==> src/hw/rtl/utf8d_pkg.sv <==
// Package for the UTF-8 to 16-bit code unit decoder.
// Holds the shared types and byte-class constants; no dependencies.
package utf8d_pkg;

    localparam int BYTE_W  = 8;
    localparam int UNIT_W  = 16;
    localparam int PART_W  = 10;
    localparam int PEND_W  = 2;

    localparam logic [UNIT_W-1:0] LIMIT_RESET = 16'hFFFF;

    // Byte classes and payload masks.
    localparam logic [BYTE_W-1:0] ASCII_END   = 8'h80;
    localparam logic [BYTE_W-1:0] LEAD_START  = 8'hC0;
    localparam logic [BYTE_W-1:0] HIGH_NIB    = 8'hF0;
    localparam logic [BYTE_W-1:0] LEAD2_HI    = 8'hD0;
    localparam logic [BYTE_W-1:0] LEAD3       = 8'hE0;
    localparam logic [BYTE_W-1:0] LEAD2_MASK  = 8'h1F;
    localparam logic [BYTE_W-1:0] LEAD3_MASK  = 8'h0F;
    localparam logic [BYTE_W-1:0] CONT_MASK   = 8'h3F;

    localparam logic [PEND_W-1:0] PEND_NONE = 2'd0;
    localparam logic [PEND_W-1:0] PEND_ONE  = 2'd1;
    localparam logic [PEND_W-1:0] PEND_TWO  = 2'd2;

    typedef struct packed {
        logic [PEND_W-1:0] pending;
        logic [PART_W-1:0] partial;
        logic [UNIT_W-1:0] units;
    } dec_state_t;

    typedef struct packed {
        logic              unit_valid;
        logic [UNIT_W-1:0] code_unit;
        logic              text_done;
        logic [UNIT_W-1:0] unit_count;
    } result_t;

endpackage

==> src/hw/rtl/utf8d_decode.sv <==
// Combinational decode of one byte against the current text state.
// Depends on utf8d_pkg for the state and result types.
module utf8d_decode (
    input  utf8d_pkg::dec_state_t             state,
    input  logic [utf8d_pkg::BYTE_W-1:0]      in_byte,
    input  logic                              last,
    input  logic [utf8d_pkg::UNIT_W-1:0]      limit,
    output utf8d_pkg::dec_state_t             state_next,
    output utf8d_pkg::result_t                result,
    output logic                              emit
);
    import utf8d_pkg::*;

    logic              have_unit;
    logic [UNIT_W-1:0] unit;
    logic [UNIT_W-1:0] shifted;
    logic [BYTE_W-1:0] nib;
    dec_state_t        work;

    assign shifted = {state.partial, in_byte[5:0]};
    assign nib     = in_byte & HIGH_NIB;

    always_comb
    begin
        work      = state;
        have_unit = 1'b0;
        unit      = '0;
        if (state.units < limit)
        begin
            if (state.pending != PEND_NONE)
            begin
                work.pending = state.pending - PEND_ONE;
                if (state.pending == PEND_ONE)
                begin
                    unit         = shifted;
                    work.partial = '0;
                    have_unit    = 1'b1;
                end
                else
                begin
                    work.partial = shifted[PART_W-1:0];
                end
            end
            else if (in_byte < ASCII_END)
            begin
                unit      = {{(UNIT_W-BYTE_W){1'b0}}, in_byte};
                have_unit = 1'b1;
            end
            else if (in_byte < LEAD_START)
            begin
                // Stray continuation byte: nothing to do.
            end
            else if (nib == LEAD_START || nib == LEAD2_HI)
            begin
                work.partial = {{(PART_W-BYTE_W){1'b0}}, in_byte & LEAD2_MASK};
                work.pending = PEND_ONE;
            end
            else if (nib == LEAD3)
            begin
                work.partial = {{(PART_W-BYTE_W){1'b0}}, in_byte & LEAD3_MASK};
                work.pending = PEND_TWO;
            end
        end
        if (have_unit)
        begin
            work.units = state.units + UNIT_W'(1);
        end

        result.unit_valid = have_unit;
        result.code_unit  = unit;
        result.text_done  = last;
        result.unit_count = work.units;
        emit              = have_unit | last;

        if (last)
        begin
            state_next = '0;
        end
        else
        begin
            state_next = work;
        end
    end

endmodule

==> src/hw/rtl/utf8d_out_reg.sv <==
// Result register on the output channel with valid/stall handshake.
// Depends on utf8d_pkg for the result type.
module utf8d_out_reg (
    input  logic                          clk,
    input  logic                          rst_n,
    input  logic                          load,
    input  utf8d_pkg::result_t            result,
    output logic                          free,
    output logic                          out_valid,
    input  logic                          out_stall,
    output logic                          unit_valid,
    output logic [utf8d_pkg::UNIT_W-1:0]  code_unit,
    output logic                          text_done,
    output logic [utf8d_pkg::UNIT_W-1:0]  unit_count
);
    import utf8d_pkg::*;

    logic    valid_reg;
    logic    valid_next;
    result_t data_reg;

    // The register can take a new item when empty or when its item leaves now.
    assign free = !valid_reg || !out_stall;

    always_comb
    begin
        if (load)
        begin
            valid_next = 1'b1;
        end
        else
        begin
            valid_next = valid_reg && out_stall;
        end
    end

    always_ff @(posedge clk or negedge rst_n)
    begin
        if (!rst_n)
        begin
            valid_reg <= 1'b0;
        end
        else
        begin
            valid_reg <= valid_next;
        end
    end

    always_ff @(posedge clk)
    begin
        if (load)
        begin
            data_reg <= result;
        end
    end

    assign out_valid  = valid_reg;
    assign unit_valid = data_reg.unit_valid;
    assign code_unit  = data_reg.code_unit;
    assign text_done  = data_reg.text_done;
    assign unit_count = data_reg.unit_count;

endmodule

==> src/hw/rtl/utf8_to_ucs2_stream_decoder.sv <==
// UTF-8 to 16-bit code unit decoder, one byte per item.
// An accepted byte lands in an input register at its accepting edge, is decoded
// against the text state combinationally, and its result, if any, is loaded into
// the result register once that register is free. A new byte can be taken while
// an earlier result still waits in the result register. A new byte is taken every
// cycle while the result register drains. Only a stalled result register holds up the input.
// limit_reg is written through cfg_wr_en/cfg_wr_data; the user must write it only while idle (not enforced here).
// Depends on utf8d_pkg, utf8d_decode and utf8d_out_reg.
module utf8_to_ucs2_stream_decoder (
    input  logic                          clk,
    input  logic                          rst_n,
    input  logic                          cfg_wr_en,
    input  logic [utf8d_pkg::UNIT_W-1:0]  cfg_wr_data,
    input  logic                          in_valid,
    output logic                          in_stall,
    input  logic [utf8d_pkg::BYTE_W-1:0]  in_byte,
    input  logic                          end_of_text,
    output logic                          out_valid,
    input  logic                          out_stall,
    output logic                          unit_valid,
    output logic [utf8d_pkg::UNIT_W-1:0]  code_unit,
    output logic                          text_done,
    output logic [utf8d_pkg::UNIT_W-1:0]  unit_count
);
    import utf8d_pkg::*;

    logic              in_valid_reg;
    logic              in_valid_next;
    logic [BYTE_W-1:0] in_byte_reg;
    logic              in_last_reg;
    logic [UNIT_W-1:0] limit_reg;
    dec_state_t        state_reg;
    dec_state_t        state_next;
    result_t           result;
    logic              emit;
    logic              free;
    logic              advance;
    logic              in_take;

    utf8d_decode u_decode (
        .state      (state_reg),
        .in_byte    (in_byte_reg),
        .last       (in_last_reg),
        .limit      (limit_reg),
        .state_next (state_next),
        .result     (result),
        .emit       (emit)
    );

    // A byte that yields no result never waits for the result register.
    assign advance  = in_valid_reg && (!emit || free);
    assign in_stall = in_valid_reg && !advance;
    assign in_take  = in_valid && !in_stall;

    always_comb
    begin
        if (in_take)
        begin
            in_valid_next = 1'b1;
        end
        else
        begin
            in_valid_next = in_valid_reg && !advance;
        end
    end

    always_ff @(posedge clk or negedge rst_n)
    begin
        if (!rst_n)
        begin
            in_valid_reg <= 1'b0;
            state_reg    <= '0;
            limit_reg    <= LIMIT_RESET;
        end
        else
        begin
            in_valid_reg <= in_valid_next;
            if (advance)
            begin
                state_reg <= state_next;
            end
            if (cfg_wr_en)
            begin
                limit_reg <= cfg_wr_data;
            end
        end
    end

    always_ff @(posedge clk)
    begin
        if (in_take)
        begin
            in_byte_reg <= in_byte;
            in_last_reg <= end_of_text;
        end
    end

    utf8d_out_reg u_out_reg (
        .clk        (clk),
        .rst_n      (rst_n),
        .load       (advance && emit),
        .result     (result),
        .free       (free),
        .out_valid  (out_valid),
        .out_stall  (out_stall),
        .unit_valid (unit_valid),
        .code_unit  (code_unit),
        .text_done  (text_done),
        .unit_count (unit_count)
    );

    a_pending_range: assert property (@(posedge clk) disable iff (!rst_n)
        state_reg.pending != 2'd3)
        else $error("pending count out of range");

    a_end_clears: assert property (@(posedge clk) disable iff (!rst_n)
        (advance && in_last_reg) |=>
        (state_reg.units == '0 && state_reg.pending == PEND_NONE))
        else $error("text state not cleared after end of text");

    a_emit_loads: assert property (@(posedge clk) disable iff (!rst_n)
        (advance && emit) |=> out_valid)
        else $error("result lost on its way to the output register");

    a_no_stall_empty: assert property (@(posedge clk) disable iff (!rst_n)
        !in_valid_reg |-> !in_stall)
        else $error("input stalled with an empty input register");

endmodule
==> config.mk <==
export PLATFORM = sky130hd
export DESIGN_NAME = utf8_to_ucs2_stream_decoder
export DESIGN_NICKNAME = d
export VERILOG_FILES = /design/src/hw/rtl/utf8d_pkg.sv /design/src/hw/rtl/utf8d_decode.sv /design/src/hw/rtl/utf8d_out_reg.sv /design/src/hw/rtl/utf8_to_ucs2_stream_decoder.sv
export SDC_FILE = /design/constraint.sdc
export NUM_CORES = 1
export LEC_CHECK = 0
export ABC_AREA = 1
export ABC_CLOCK_PERIOD_IN_PS = 2600
export BUFFER_PORTS_ARGS = -buffer_cell sky130_fd_sc_hd__buf_2
export CAP_MARGIN = 5
export CORE_MARGIN = 2
export CORE_UTILIZATION = 30
export CTS_CLUSTER_SIZE = 24
export DETAILED_ROUTE_END_ITERATION = 10
export PLACE_DENSITY_LB_ADDON = 0.15
export SLEW_MARGIN = 20
export SYNTH_ARGS = -nofsm -noshare
export SYNTH_HDL_FRONTEND = slang
export SYNTH_SLANG_ARGS = --single-unit
==> constraint.sdc <==
create_clock -name clk -period 2.6 [get_ports clk]
set_clock_uncertainty 0.05 [all_clocks]
set_input_delay 0.39 -clock clk [delete_from_list [all_inputs] [get_ports clk]]
set_output_delay 0.39 -clock clk [all_outputs]
set_load 0.01 [all_outputs]
## Yosys cells after proc, flatten, opt, wreduce, memory -nomap -nowiden

Cells that the tools add are included.

| cells by class | value |
|---|---|
| add/subtract/negate cells | 2 |
| $mul | 0 |
| divide/modulo/power cells | 0 |
| $lt $le $gt $ge | 3 |
| eq/ne operators | 6 |
| shift-type cells | 0 |
| mux-type cells | 18 |
| bitwise gates (word level) | 1 |
| reduce and logical (&&, ||, !) cells | 17 |

Operators by type and width:

| operator | number |
|---|---|
| $mux 12 | 6 |
| $mux 16 | 3 |
| $mux 28 | 1 |
| $add 16x1->16 const B | 1 |
| $lt 16x16->1 | 1 |
| $lt 8x8->1 const B | 2 |
| $eq 4x4->1 const B | 3 |
| $mux 10 | 1 |
| $mux 8 | 1 |
| $mux 1 | 6 |
| $ne 3x2->1 const B | 2 |
| $logic_and 1x1->1 | 5 |
| $logic_not 1->1 | 5 |
| $reduce_and 5->1 | 1 |
| $reduce_bool 2->1 | 2 |
| $reduce_bool 4->1 | 1 |
| $logic_or 1x1->1 | 3 |
| $eq 2x1->1 const B | 1 |
| $sub 2x1->2 const B | 1 |
| $or 1x1->1 | 1 |

| word-level totals | value |
|---|---|
| register bits after elaboration | 89 |
| latch bits | 0 |
| RAM bits | 0 |
| ROM bits | 0 |
| input port bits | 30 |
| memories kept | 0 |

## Longest topological paths before layout

| depth | value |
|---|---|
| word-level depth | 13 |
| mapped depth | 16 |
| depth with buffers taken out | 15 |

## Hierarchy

From an unflattened synthesis, not the netlist that was laid out.

| unflattened totals | value |
|---|---|
| cell total of the unflattened synthesis | 604 |
| area, all modules | 4971.0 um^2 |

By module, submodules not included:

| module | times used | cells an instance | area each (um^2) | sequential area each (um^2) |
|---|---|---|---|---|
| utf8_to_ucs2_stream_decoder | 1 | 208 | 2095.8 | 1416.4 |
| utf8d_decode | 1 | 358 | 1813.0 | 0.0 |
| utf8d_out_reg | 1 | 38 | 1062.3 | 1046.0 |

## Worst setup path before layout

No wires, ideal clock.

| timing | value |
|---|---|
| path type | reg2reg |
| start | register limit_reg[11] |
| end | register u_out_reg.data_reg, in the netlist u_out_reg.code_unit[0], enable pin |
| data arrival time | 2.326 ns |
| required time | 2.161 ns |
| slack | -0.165 ns |
| cell stages (with the launch flop) | 13 |
| period minus slack after synthesis | 2.765 ns |
| path through | dfstp_2 -> inv_1 -> ha_1 -> nand2_1 -> inv_2 -> o21ai_1 -> a21oi_1 -> nor2_2 -> nand3_4 -> nand2_4 -> a21oi_4 -> nand2_1 -> inv_1 |

| on the way | value |
|---|---|
| cells in the longest elaborated chain, start to end | 7 |

RTL lines:

| element | line | source |
|---|---|---|
| from (decl) | utf8_to_ucs2_stream_decoder.sv:31 | `logic [UNIT_W-1:0] limit_reg;` |
| from (signal assigned) | utf8_to_ucs2_stream_decoder.sv:84 | `limit_reg <= cfg_wr_data;` |
| $lt 16x16->1 * | utf8d_decode.sv:28 | `if (state.units < limit)` |
| $mux 1 * | utf8d_decode.sv:28 |  |
| $or 1x1->1 * | utf8d_decode.sv:73 | `emit = have_unit \| last;` |
| $logic_not 1->1 | utf8_to_ucs2_stream_decoder.sv:51 | `assign advance = in_valid_reg && (!emit \|\| free);` |
| $logic_or 1x1->1 | utf8_to_ucs2_stream_decoder.sv:51 |  |
| $logic_and 1x1->1 | utf8_to_ucs2_stream_decoder.sv:51 |  |
| $logic_and 1x1->1 * | utf8_to_ucs2_stream_decoder.sv:101 | `.load (advance && emit),` |
| via u_out_reg.load | utf8d_out_reg.sv:6 | `input logic load,` |
| to (signal assigned) | utf8d_out_reg.sv:53 | `data_reg <= result;` |
| to (decl) | utf8d_out_reg.sv:20 | `result_t data_reg;` |

Mark *: on every way through the listed nets, which the timed path passes. The rest lies on a longest branch.
A chain may end at the register's enable or synchronous reset.

## Worst setup path after layout

| timing | value |
|---|---|
| start | register limit_reg[9] |
| end | output in_stall |

| on the way | value |
|---|---|
| cells in the longest elaborated chain, start to end | 8 |

RTL lines:

| element | line | source |
|---|---|---|
| $lt 16x16->1 | utf8d_decode.sv:28 |  |
| $mux 1 | utf8d_decode.sv:28 |  |
| $or 1x1->1 | utf8d_decode.sv:73 |  |
| $logic_not 1->1 | utf8_to_ucs2_stream_decoder.sv:51 |  |
| $logic_or 1x1->1 | utf8_to_ucs2_stream_decoder.sv:51 |  |
| $logic_and 1x1->1 | utf8_to_ucs2_stream_decoder.sv:51 |  |
| $logic_not 1->1 | utf8_to_ucs2_stream_decoder.sv:52 | `assign in_stall = in_valid_reg && !advance;` |
| $logic_and 1x1->1 | utf8_to_ucs2_stream_decoder.sv:52 |  |
| to (decl) | utf8_to_ucs2_stream_decoder.sv:15 | `output logic in_stall,` |

No other way between the ends.

==> impl_results.md <==
- Yosys Warn Count: 0
- Power Density: 756 nW/µm²
- Nets: 640
- Post-synth top cells: nand2_1 (164), inv_1 (61), nor2_1 (46), edfxtp_1 (43), nand4_1 (32)
- Ant. Diodes: 0
- Clk sink count: 89
- Max FFs per register: 28
- Slew Limit Fails: 0
- Top post-synthesis cells by area: edfxtp_1 (29%), dfrtp_1 (17%), nand2_1 (14%)
- Outcome: finished, final reports clean
- Drt wl/cell: 14.1 µm
- Number of flops mapped to enable cells by yosys: 43
- Final Hold Fails: 0
- Initial antenna violation count: 0
- Final worst path period need: 2.53 ns
- CP top delay family: simple AND/OR/NAND/NOR gates
- Post-route antenna net violation count: 0
- Final period util: 97.2%
- Worst Path Required: 2.16 ns
- Dpl cells: 757
- Hold Crit Class: in -> reg
- Die Width: 127 µm
- Clock transition at path regs: 0.07 ns
- RSZ-0062 raised after global routing: true
- Routability Congestion: 0.797
- First-pass GRT wire length: 17900 µm
- Synth Instances: 508
- Die area: 16000 µm²
- Crit path arrival time: 2.09 ns
- Distinct cells, synth: 32
- # IOs: 66
- Row count: 44
- Crit start category: flop
- Detailed Routing Iterations Pass 1: 4
- Post-synthesis sequential area ratio: 54.5%
- Fin cells: 783
- CTS tree: yes
- P_leak: 2.72 nW
- Max clock buf depth: 2
- Largest net degree at the start of global routing: 47
- Vias in the first global route: 3558
- Async set or reset register ratio after synthesis: 51.7%
- Synthesized net count: 554
- Slowest stage cell, crit path: dfstp_2
- Clk root buf: clkbuf_16
- Cell area after layout: 5750 µm²
- Crit-path max cell delay: 0.52 ns
- Max Clk Rate: 396 MHz
- Setup CP Type: reg -> out
- Layout cells sized above 1: 28.9%
- Via-to-Cell Ratio: 4.51
- Chip height: 127 µm
- Actual slew at the worst max-slew pin: 0.528 ns
- CTS Buf Count: 9
- Top-area cell type share of the netlist area: 28.6%
- Peak supply drop: 303 µV
- H-Tree Depth: 3
- Setup Viol. Count Final: 0
- #FFs+latches synth: 89
- Hold WS: 0.158 ns
- Relative slew slack: 64.4%
- Area growth syn-to-layout: 27.4%
- Hpwl dp: 7330 µm
- Max FO, Critical Path: 2
- Tot GR Track Use: 14.1%
- Vias: 3532
- Initial DRC count: 274
- CP endpoint kind: output port
- Initial core utilization: 30.8%
- Synth Flop Type: edfxtp_1
- Placed Area: 5120 µm²
- Filler Cell Count: 1483
- Maxcap violations: 0
- DRC: 0
- Syn_area_per_cell: 8.89 µm²
- Post-synth top area cell: edfxtp_1
- Core area: 14600 µm²
- Worst path cell trace: inv_1 -> ha_4 -> nand2_1 -> inv_1 -> o21ai_1 -> a21oi_2 -> nor2_4 -> nand3_4 -> nand2_4 -> nand2_4 -> nor2_4 -> buf_6
- Critical path buffer and inverter count: 3
- Final global-route overflow total: 0
- Cell Area, Synth: 4520 µm²
- Latest clock arrival within the worst-skew pair: 0.35 ns
- Count of input and output buffers: 65
- Count leader, synth: nand2_1
- Post-Route WL: 11100 µm
-- metal layers --
layer	share of wire [%]	GRT usage (%)
met2	45	22.0
met5	0	0
met1	49	19.7
met4	1.3	5.04
met3	4.9	2.66
-- worst register-to-register path: stages (launching register included) --
cell and delay [ns]:
dfstp_2 0.53, inv_2 0.04, ha_4 0.26, nand4_1 0.17, a21oi_2 0.21, nor2_4 0.06
nand3_4 0.11, nand2_4 0.07, buf_6 0.13, a21oi_4 0.14, nand2_2 0.09, clkinvlp_4 0.19
clkbuf_16 0.20
-- power by group --
part,total (mW),internal (mW),switching (mW)
Combinational,1.13,0.413,0.722
Sequential,1.88,1.76,0.117
Clock,1.34,0.754,0.583
Total,4.35,2.93,1.42
-- layout by cell type (no fill, tap or decap), types with 4 or more instances in the layout --
cell type and instances:
clkbuf_16 11, nand4_1 32, inv_2 11, buf_4 20, a21oi_1 16, xor2_1 9
ha_1 4, buf_6 4, inv_1 51, edfxtp_1 43, nor2_1 43, a21oi_2 5
o21ai_0 18, dfstp_2 16, buf_2 64, nand3_1 7, nand2_2 6, nand2_1 159
dfrtp_1 30, ha_4 11, nand2_4 4
-- through the flow --
stage	utilization (%)	TNS [ns]	setup WS, ns	power [mW]
6_report	39.3	0	0.0718	4.35
5_1_grt	39.3	-1.05	-0.0673	4.61
4_1_cts	37.7	0	0.000268	4.30
3_5_place_dp	35.0	0	0.174	2.91
3_3_place_gp	35.0	0	0.265	2.90
2_1_floorplan	-	0	0.0145	2.54
-- cell type report --
type / instances / area, µm² / share of cell area (%)
flip-flops and latches: 89 / 2460 / 42.8
repair buffers: 93 / 616 / 10.7
multi-input cells: 337 / 1900 / 33.0
clock inverters: 7 / 76.3 / 1.33
clock buffers: 9 / 225 / 3.91
inverters: 64 / 244 / 4.24
well taps: 184 / 230 / 4.00
-- kinds of logic (layout without fill, tap and decap cells) --
kind of cell,count (synthesis),after routing,share of synthesized area (%)
muxes,1,1,0.249
buffers and inverters,82,173,7.84
xor gates and xnor gates,11,11,2.13
AOI/OAI and AO/OA,45,45,5.38
DFF,89,89,54.5
and+or+nand+nor,264,264,25.4
adders and majority gates,16,16,4.43
-- what timing repair did --
item                                    in CTS  in global routing
endpoints found under the setup margin       1                 57
resized for setup                            9                 32
setup buffers                                3                  3
hold buffers                                 1                  0
endpoints found under the hold margin       30                  0
pin swaps                                   16                 20
cloned                                       0                  3
-- final timing paths --
| check | to | depth (start not counted) | slack (ns) | from |
|---|---|---|---|---|
| worst min register to register | state_reg[25]$_DFFE_PN0P_ | 2 | 0.43 | state_reg[25]$_DFFE_PN0P_ |
| max in group asynchronous | limit_reg[15]$_DFFE_PN1P_ | 3 | 1.71 | rst_n |
| worst min-delay path | in_last_reg$_DFFE_PP_ | 1 | 0.16 | end_of_text |
| worst max register to register | u_out_reg.code_unit[0]$_SDFFCE_PP0P_ | 12 | 0.07 | limit_reg[15]$_DFFE_PN1P_ |
| worst max-delay path | in_stall | 12 | 0.07 | limit_reg[9]$_DFFE_PN1P_ |
| min in group asynchronous | state_reg[1]$_DFFE_PN0P_ | 3 | 0.50 | rst_n |
(Power assumes the default switching activity.)
